## src/rtl/core/shifting_fifo_with_search_macros.svh

```systemverilog
// assertion macros for the shifting fifo with search
`ifndef SHIFTING_FIFO_WITH_SEARCH_MACROS_SVH
`define SHIFTING_FIFO_WITH_SEARCH_MACROS_SVH

`ifndef ASSERT_OFF

`define SFS_ASSERT_IMPL(lbl, clk, rst_n, ante, cons) \
    lbl: assert property (@(posedge clk) disable iff (!rst_n) (ante) |-> (cons)) \
        else $error("assertion failed");

`define SFS_ASSERT_NEXT(lbl, clk, rst_n, ante, cons) \
    lbl: assert property (@(posedge clk) disable iff (!rst_n) (ante) |=> (cons)) \
        else $error("assertion failed");

`else

`define SFS_ASSERT_IMPL(lbl, clk, rst_n, ante, cons)

`define SFS_ASSERT_NEXT(lbl, clk, rst_n, ante, cons)

`endif

`endif

```

## src/rtl/core/sfs_pkg.sv

```systemverilog
// types and constants shared by the shifting fifo with search
package sfs_pkg;

    localparam int DEPTH = 16;
    localparam int DataW = 32;
    localparam int FuncW = 3;
    localparam int CapW  = 5;
    localparam int CntW  = $clog2(DEPTH + 1);
    localparam int PosW  = $clog2(DEPTH);
    localparam int CmpW  = (CntW > CapW) ? CntW : CapW;

    localparam logic [FuncW-1:0] FN_ENQ    = 3'd0;
    localparam logic [FuncW-1:0] FN_DEQ    = 3'd1;
    localparam logic [FuncW-1:0] FN_PEEK   = 3'd2;
    localparam logic [FuncW-1:0] FN_SEARCH = 3'd3;
    localparam logic [FuncW-1:0] FN_CLEAR  = 3'd4;

    localparam logic [CapW-1:0] CAP_RESET = 5'd16;

    typedef enum logic [1:0] {
        ST_OK       = 2'd0,
        ST_FULL     = 2'd1,
        ST_EMPTY    = 2'd2,
        ST_NOTFOUND = 2'd3
    } t_status;

    typedef struct packed {
        logic shift;
        logic load;
    } t_cell_ctl;

endpackage

```

## src/rtl/core/sfs_cell.sv

```systemverilog
// one storage cell of the shifting queue with key compare
module sfs_cell
    import sfs_pkg::*;
(
    input  logic             i_clk,
    input  t_cell_ctl        i_ctl,
    input  logic [DataW-1:0] i_wdata,
    input  logic [DataW-1:0] i_next,
    input  logic [DataW-1:0] i_key,
    output logic [DataW-1:0] o_data,
    output logic             o_match
);

    logic [DataW-1:0] r_data;
    logic [DataW-1:0] n_data;

    always_comb begin
        n_data = r_data;
        if (i_ctl.load) begin
            n_data = i_wdata;
        end else if (i_ctl.shift) begin
            n_data = i_next;
        end
    end

    always_ff @(posedge i_clk) begin
        r_data <= n_data;
    end

    assign o_data  = r_data;
    assign o_match = (r_data == i_key);

endmodule

```

## src/rtl/core/shifting_fifo_with_search.sv

```systemverilog
// top level of the shifting fifo with search
// Queue of signed 32-bit words held in a row of DEPTH cells with the head in
// cell 0. Each request (enqueue, dequeue, peek, search, clear) is handled at
// once: all cells shift or compare against the key in parallel, and the
// result is registered, so it appears in the cycle after the request is taken.
// A new request is taken every cycle while the result register is empty or
// being read, giving one request per cycle; the output register is the only
// thing that can stall the input. Capacity is written through i_cfg_we and
// i_cfg_data; values above DEPTH act as DEPTH and zero makes every enqueue
// report full.
module shifting_fifo_with_search
    import sfs_pkg::*;
(
    input  logic                    i_clk,
    input  logic                    i_rst_n,
    input  logic                    i_cfg_we,
    input  logic [CapW-1:0]         i_cfg_data,
    input  logic                    i_in_valid,
    output logic                    o_in_ready,
    input  logic [FuncW-1:0]        i_func,
    input  logic signed [DataW-1:0] i_value,
    output logic                    o_out_valid,
    input  logic                    i_out_ready,
    output logic [1:0]              o_status,
    output logic signed [DataW-1:0] o_data,
    output logic [PosW-1:0]         o_position,
    output logic [CntW-1:0]         o_count
);

    logic [CapW-1:0]  r_cap;
    logic [CntW-1:0]  r_count;
    logic [CntW-1:0]  n_count;
    logic             r_out_valid;
    t_status          r_status;
    t_status          n_status;
    logic [DataW-1:0] r_data;
    logic [DataW-1:0] n_data;
    logic [PosW-1:0]  r_pos;
    logic [PosW-1:0]  n_pos;

    logic             in_acc;
    logic             full;
    logic             enq_ok;
    logic             deq_ok;
    logic             found;
    logic [PosW-1:0]  hit_pos;
    logic [DEPTH-1:0] match;
    logic [DataW-1:0] cell_data [DEPTH];
    t_cell_ctl        cell_ctl [DEPTH];

    assign in_acc     = i_in_valid && o_in_ready;
    assign o_in_ready = !r_out_valid || i_out_ready;

    assign full   = (r_count >= CntW'(DEPTH)) || (CmpW'(r_count) >= CmpW'(r_cap));
    assign enq_ok = in_acc && (i_func == FN_ENQ) && !full;
    assign deq_ok = in_acc && (i_func == FN_DEQ) && (r_count != '0);

    // row of cells, each taking its right neighbor on a dequeue
    for (genvar g = 0; g < DEPTH; g++) begin : g_cell
        logic [DataW-1:0] next_data;
        if (g < DEPTH - 1) begin : g_mid
            assign next_data = cell_data[g+1];
        end else begin : g_last
            assign next_data = cell_data[g];
        end

        assign cell_ctl[g].shift = deq_ok;
        assign cell_ctl[g].load  = enq_ok && (r_count == CntW'(g));

        sfs_cell u_cell (
            .i_clk   (i_clk),
            .i_ctl   (cell_ctl[g]),
            .i_wdata (i_value),
            .i_next  (next_data),
            .i_key   (i_value),
            .o_data  (cell_data[g]),
            .o_match (match[g])
        );
    end

    // lowest matching cell among the held entries
    always_comb begin
        found   = 1'b0;
        hit_pos = '0;
        for (int k = DEPTH - 1; k >= 0; k--) begin
            if (match[k] && (CntW'(k) < r_count)) begin
                found   = 1'b1;
                hit_pos = PosW'(k);
            end
        end
    end

    always_comb begin
        n_count  = r_count;
        n_status = ST_OK;
        n_data   = '0;
        n_pos    = '0;
        unique case (i_func)
            FN_ENQ: begin
                if (full) begin
                    n_status = ST_FULL;
                end else begin
                    n_count = r_count + CntW'(1);
                end
            end
            FN_DEQ: begin
                if (r_count == '0) begin
                    n_status = ST_EMPTY;
                end else begin
                    n_data  = cell_data[0];
                    n_count = r_count - CntW'(1);
                end
            end
            FN_PEEK: begin
                if (r_count == '0) begin
                    n_status = ST_EMPTY;
                end else begin
                    n_data = cell_data[0];
                end
            end
            FN_SEARCH: begin
                if (found) begin
                    n_pos = hit_pos;
                end else begin
                    n_status = ST_NOTFOUND;
                end
            end
            FN_CLEAR: begin
                n_count = '0;
            end
            default: begin
                n_count = r_count;
            end
        endcase
    end

    always_ff @(posedge i_clk) begin
        if (!i_rst_n) begin
            r_cap       <= CAP_RESET;
            r_count     <= '0;
            r_out_valid <= 1'b0;
        end else begin
            if (i_cfg_we) begin
                r_cap <= i_cfg_data;
            end
            if (in_acc) begin
                r_count     <= n_count;
                r_out_valid <= 1'b1;
            end else if (i_out_ready) begin
                r_out_valid <= 1'b0;
            end
        end
    end

    always_ff @(posedge i_clk) begin
        if (in_acc) begin
            r_status <= n_status;
            r_data   <= n_data;
            r_pos    <= n_pos;
        end
    end

    assign o_out_valid = r_out_valid;
    assign o_status    = r_status;
    assign o_data      = r_data;
    assign o_position  = r_pos;
    assign o_count     = r_count;

    `include "shifting_fifo_with_search_macros.svh"

    `SFS_ASSERT_IMPL(a_count_max, i_clk, i_rst_n, 1'b1, r_count <= CntW'(DEPTH))
    `SFS_ASSERT_NEXT(a_enq_grow, i_clk, i_rst_n, enq_ok, r_count == $past(r_count) + CntW'(1))
    `SFS_ASSERT_NEXT(a_deq_ok, i_clk, i_rst_n, deq_ok, r_out_valid && (r_status == ST_OK))
    `SFS_ASSERT_IMPL(a_hit_held, i_clk, i_rst_n, found, CntW'(hit_pos) < r_count)

endmodule
```

## config.mk

```make
export PLATFORM = sky130hd
export DESIGN_NAME = shifting_fifo_with_search
export DESIGN_NICKNAME = d
export VERILOG_FILES = /design/src/rtl/core/sfs_pkg.sv /design/src/rtl/core/sfs_cell.sv /design/src/rtl/core/shifting_fifo_with_search.sv
export VERILOG_INCLUDE_DIRS = /design/src /design/src/rtl/core
export SDC_FILE = /design/constraint.sdc
export NUM_CORES = 1
export LEC_CHECK = 0
export BUFFER_PORTS_ARGS = -buffer_cell sky130_fd_sc_hd__buf_2
export CORE_MARGIN = 5
export CORE_UTILIZATION = 50
export CTS_CLUSTER_DIAMETER = 200
export DETAILED_ROUTE_END_ITERATION = 7
export GPL_TIMING_DRIVEN = 0
export PLACE_DENSITY = 0.69
export SYNTH_ARGS = -nofsm -noshare
export SYNTH_HDL_FRONTEND = slang
export SYNTH_HIERARCHICAL = 1
export SYNTH_SLANG_ARGS = --single-unit
export TNS_END_PERCENT = 100
```

## constraint.sdc

```tcl
create_clock -name i_clk -period 2.9 [get_ports i_clk]
set_input_delay 0 -clock i_clk [delete_from_list [all_inputs] [get_ports i_clk]]
set_output_delay 0 -clock i_clk [all_outputs]
set_load 0.005 [all_outputs]
```

; Yosys cells after proc, flatten, opt, wreduce, memory -nomap -nowiden
; Index checks and enable logic that the tools add are counted.
[word_totals]
register_bits = 561
ramBits = 0
mem_count = 0
latch_bits = 0
rom_bits = 0
inputBits = 45
[op_classes]
n_div = 0
n_bitwise = 3
mul = 0
order_cmp = 18
muxes = 70
reduce_logical = 68
n_eq_ne = 37
n_addsub = 2
shifts = 0
[ops]
columns = op, n
row1 = 32-bit two-way mux, 30
row2 = 32-bit == test, 16
row3 = "5-bit by 4-bit == test with 1-bit output, second input constant", 8
row4 = "4-bit by 5-bit less-than comparator with 1-bit output, first input constant", 8
row5 = 1-bit logical AND, 37
row6 = 4-bit two-way mux, 8
row7 = 2-bit nonzero test, 16
row8 = "5-bit by 3-bit == test with 1-bit output, second input constant", 4
row9 = "3-bit by 5-bit less-than comparator with 1-bit output, first input constant", 4
row10 = 1-bit two-way mux, 20
row11 = 5-bit case mux with 3 select lines, 1
row12 = 3-bit two-way mux, 4
row13 = "5-bit by 2-bit == test with 1-bit output, second input constant", 2
row14 = "1-bit by 5-bit less-than comparator with 1-bit output, first input constant", 2
row15 = "2-bit by 5-bit less-than comparator with 1-bit output, first input constant", 2
row16 = 5-bit two-way mux, 2
row17 = 10-bit OR reduction, 1
row18 = 2-bit two-way mux, 4
row19 = "3-bit by 2-bit == test with 1-bit output, second input constant", 2
row20 = 2-bit case mux with 3 select lines, 1
row21 = 6-bit OR reduction, 1
row22 = "5-bit by 1-bit adder with 5-bit output, second input constant", 1
row23 = "5-bit by 1-bit == test with 1-bit output, second input constant", 1
row24 = 5-bit greater-or-equal comparator, 1
row25 = other kinds (16), 22

; Depth between registers and ports, before layout
[depth]
ltp_word = 20
depth_mapped = 12

; Cells and area by module
; The synthesis kept the hierarchy.
[modules_own_cells]
columns = mod, cells_per_inst, area_per_inst_um2, instances
row1 = sfs_cell, 112, 1712.9, 16
row2 = shifting_fifo_with_search, 289, 2909.0, 1

; Worst setup path after synthesis
; OpenSTA, ideal clock, no wires.
[synth_timing]
kind = flip-flop to flip-flop
start = register r_count[0] (netlist: o_count[0])
end = register g_cell[13].u_cell.r_data[0], enable pin
stages_incl_launch_ff = 13
required_time_ns = 2.525
synth_period_minus_slack_ns = 3.055
arrival_time_ns = 2.680
setup_slack_ns = -0.155
cell_sequence = dfxtp_1 > buf_2 > inv_1 > ha_1 > nor2b_1 > o21ai_0 > a211oi_1 > buf_2 > nand3_1 > nor3_2 > buf_2 > buf_6 > or2_2
[synth_lines]
columns = element, line
row1 = "start, declared", shifting_fifo_with_search.sv:31  ; logic [CntW-1:0] r_count;
row2 = "start signal, assigned", shifting_fifo_with_search.sv:147  ; r_count <= n_count;
row3 = "end signal, assigned", sfs_cell.sv:27  ; r_data <= n_data;
row4 = "end, declared", sfs_cell.sv:14  ; logic [DataW-1:0] r_data;

==> qor.yml <==
internal-power_uw: 13420
min_period_ps: 2806
drt_iter0_markers: 1251
pwr-share-comb: 0.068
drcViolationCount: 0
relSlewSlack: 0.2778
required_ps: 3270
max_cap_viol_count: 0
ys_warn_count: 6
pwr-share-clk: 0.414
async_flop_share: 0
maxSlewViolCount: 0
netSwitchingPower_uw: 3978
cts.htree.levels: 2
synthTopCellsByCount: "550 x edfxtp_1, 512 x mux2_2, 512 x xor2_1, 128 x nor4_1, 49 x buf_6"
vias: 18140
clockBufferDepth: 3
start_util: 0.5032
cellLeakagePower_uw: 0.01197
die_w_um: 256.2
crit_path_start_kind: "flop"
netlist_area_um2: 30320
powerDensity_nw_per_um2: 503.8
n_fill_cell: 4674
cts.sinks: 561
yosysSeqAreaShare: 0.5521
drt-total-wl_mm: 76.27
synth_top_area_cell: "edfxtp_1"
syn_to_final_growth_pct: 13.95
p_seq_frac: 0.518
grt-ovfl-total: 0
grt_pass1_wl_mm: 115.5
ys_seq_elements: 561
total_power_uw: 17400
fin_crit_sh: 0.9676
io_buffers: 86
critPathMaxFanout: 10
yosysUniqueCellTypes: 59
drive_gt1_frac: 0.3673
skew_ps: 14.57
grt_use_total: 0.2249
dp_hpwl_mm: 49.79
core-area_um2: 60250
stdcell_count: 3135
crit_type: "reg2reg"
worst_pin_slew_ps: 1083
root_buffer: "clkbuf_16"
via_per_inst: 5.788
outcome: "finished, final reports clean"
cts_made_buffers: 60
syn-num-nets: 2136
fp.dieH_um: 256.2
vdd_drop_max_mv: 0.4337
swShare: 0.2286
clk_pin_slew_ps: 60
cp-end-kind: "flop"
insertion_delay_ps: 630
syn_area_per_cell_um2: 14.57
synth_most_common_cell: "edfxtp_1"
ios: 90
max_freq_mhz: 356.4
num_rows: 90
cts_tree: "built"
first_pass_iters: 8
synth_top_area_frac: 0.5448
setup_viol: 0
final_antenna_net_count: 0
dp_cells: 2949
crit_arrival_ps: 3170
syn_inst: 2081
grt_pass1_vias: 19400
synth-edff-count: 550
die-area_um2: 65650
hold_viol: 0
layout.nets: 2360
ys.flop_type: "edfxtp_1"
grt_max_degree: 39
rrSetupSlack_ps: 90
wl_per_cell_um: 24.33
antenna_found_initial: 1
gp_congestion: 0.8953
synth.area.top_cells: "edfxtp_1 54%, mux2_2 19%, xor2_1 15%"
hold_class: "in2reg"
-- power groups by stage --
stage / clock network, uW / registers (uW) / logic [uW]
CTS: 7330 / 9020 / 1160
global placement: 0 / 9190 / 1050
finish: 7210 / 9020 / 1180
detailed placement: 0 / 9190 / 1080
global route: 7710 / 9020 / 1260
floorplan: 0 / 9170 / 560
-- cells in the final DEF, fill, tap and decap left out, drive strengths merged, types with 4 or more instances in the layout --
cell,n
xor2,512
or2,48
dlygate4sd3,23
clkinv,22
nand3,10
mux2,512
clkbuf,90
a211oi,5
nor4,128
nand2,13
mux2i,4
nor2,37
edfxtp,550
a21o,4
ha,10
and2,35
a21oi,21
nor3,8
dfxtp,11
nor2b,5
o21ai,16
inv,14
and3,7
nand4,35
buf,179
-- worst max-delay path, cell delays in order (launching register included) --
cell and delay (ps):
dfxtp_2 440, ha_1 290, a21oi_1 180, o21ai_2 100, a211oi_2 180, buf_4 170
clkdlybuf4s15_2 220, and3_1 200, buf_4 180, buf_6 180, mux2_2 380
-- sequential cells by signal, summed over array words and instances, names as in the netlist --
name,cells
r_cap,5
o_status,2
o_out_valid,1
o_count,5
g_cell.u_cell/o_data,512
o_data,32
o_position,4
-- through the flow --
stage               instance area, um2  worst slack (ps)    util  setup TNS [ps]  hold slack, ps
detailed placement               31760            -930.6  0.5271         -565880           225.9
global route                     34540            -11.25  0.5733          -263.2           214.7
CTS                              34440             6.110  0.5717               0           171.9
finish                           34540             93.90  0.5734               0           219.3
floorplan                        30350             20.57       -               0           98.64
global placement                 31760            -894.5  0.5271         -543740           213.4
-- cells by family (layout without fill, tap and decap cells) --
logic type	Yosys count	count (layout)	share of synthesized area
AO/OA/AOI/OAI	76	76	0.01771
XOR/XNOR	514	514	0.1485
adder cells (fa/ha/maj)	10	10	0.004127
buffers and inverters	94	335	0.02497
flip-flops	561	561	0.5521
multiplexers	516	516	0.1915
other	0	1	0
AND/OR/NAND/NOR	310	340	0.06113
-- metal layers --
metal,global-route usage,share of wire,vias up
li1,-,-,8319
met1,0.2718,0.39,9179
met2,0.4216,0.53,511
met3,0.03129,0.053,135
met4,0.05997,0.023,0
met5,0,0,-
-- final timing paths --
path                               from                          end  cells past startpoint
max                          o_count[2]  g_cell[8].u_cell/o_data[18]                     10
min                          i_in_valid                  o_out_valid                      4
max reg2reg                  o_count[2]  g_cell[8].u_cell/o_data[18]                     10
min reg2reg  g_cell[0].u_cell/o_data[0]                    o_data[0]                      1
-- what timing repair did --
action	in CTS	in global routing
gates cloned	32	4
gates resized for setup	73	19
endpoints found under the hold margin	15	0
pin swaps	19	9
hold buffers	23	0
setup buffers	14	3
setup endpoints to repair	993	455
-- area by class of cell --
class,instances,area [um2],area share
clock inverters,26,201.4,0.005832
clock buffers,83,1618,0.04683
plain buffers,80,780.7,0.02260
multi-input cells,1456,13220,0.3828
repair buffers,131,927.1,0.02684
inverters,14,60.06,0.001739
diodes,1,2.502,0.00007244
repair inverters,1,7.507,0.0002173
flip-flops and latches,561,16750,0.4848
well taps,782,978.4,0.02833
No activity file was read; power rests on OpenSTA's default activity.
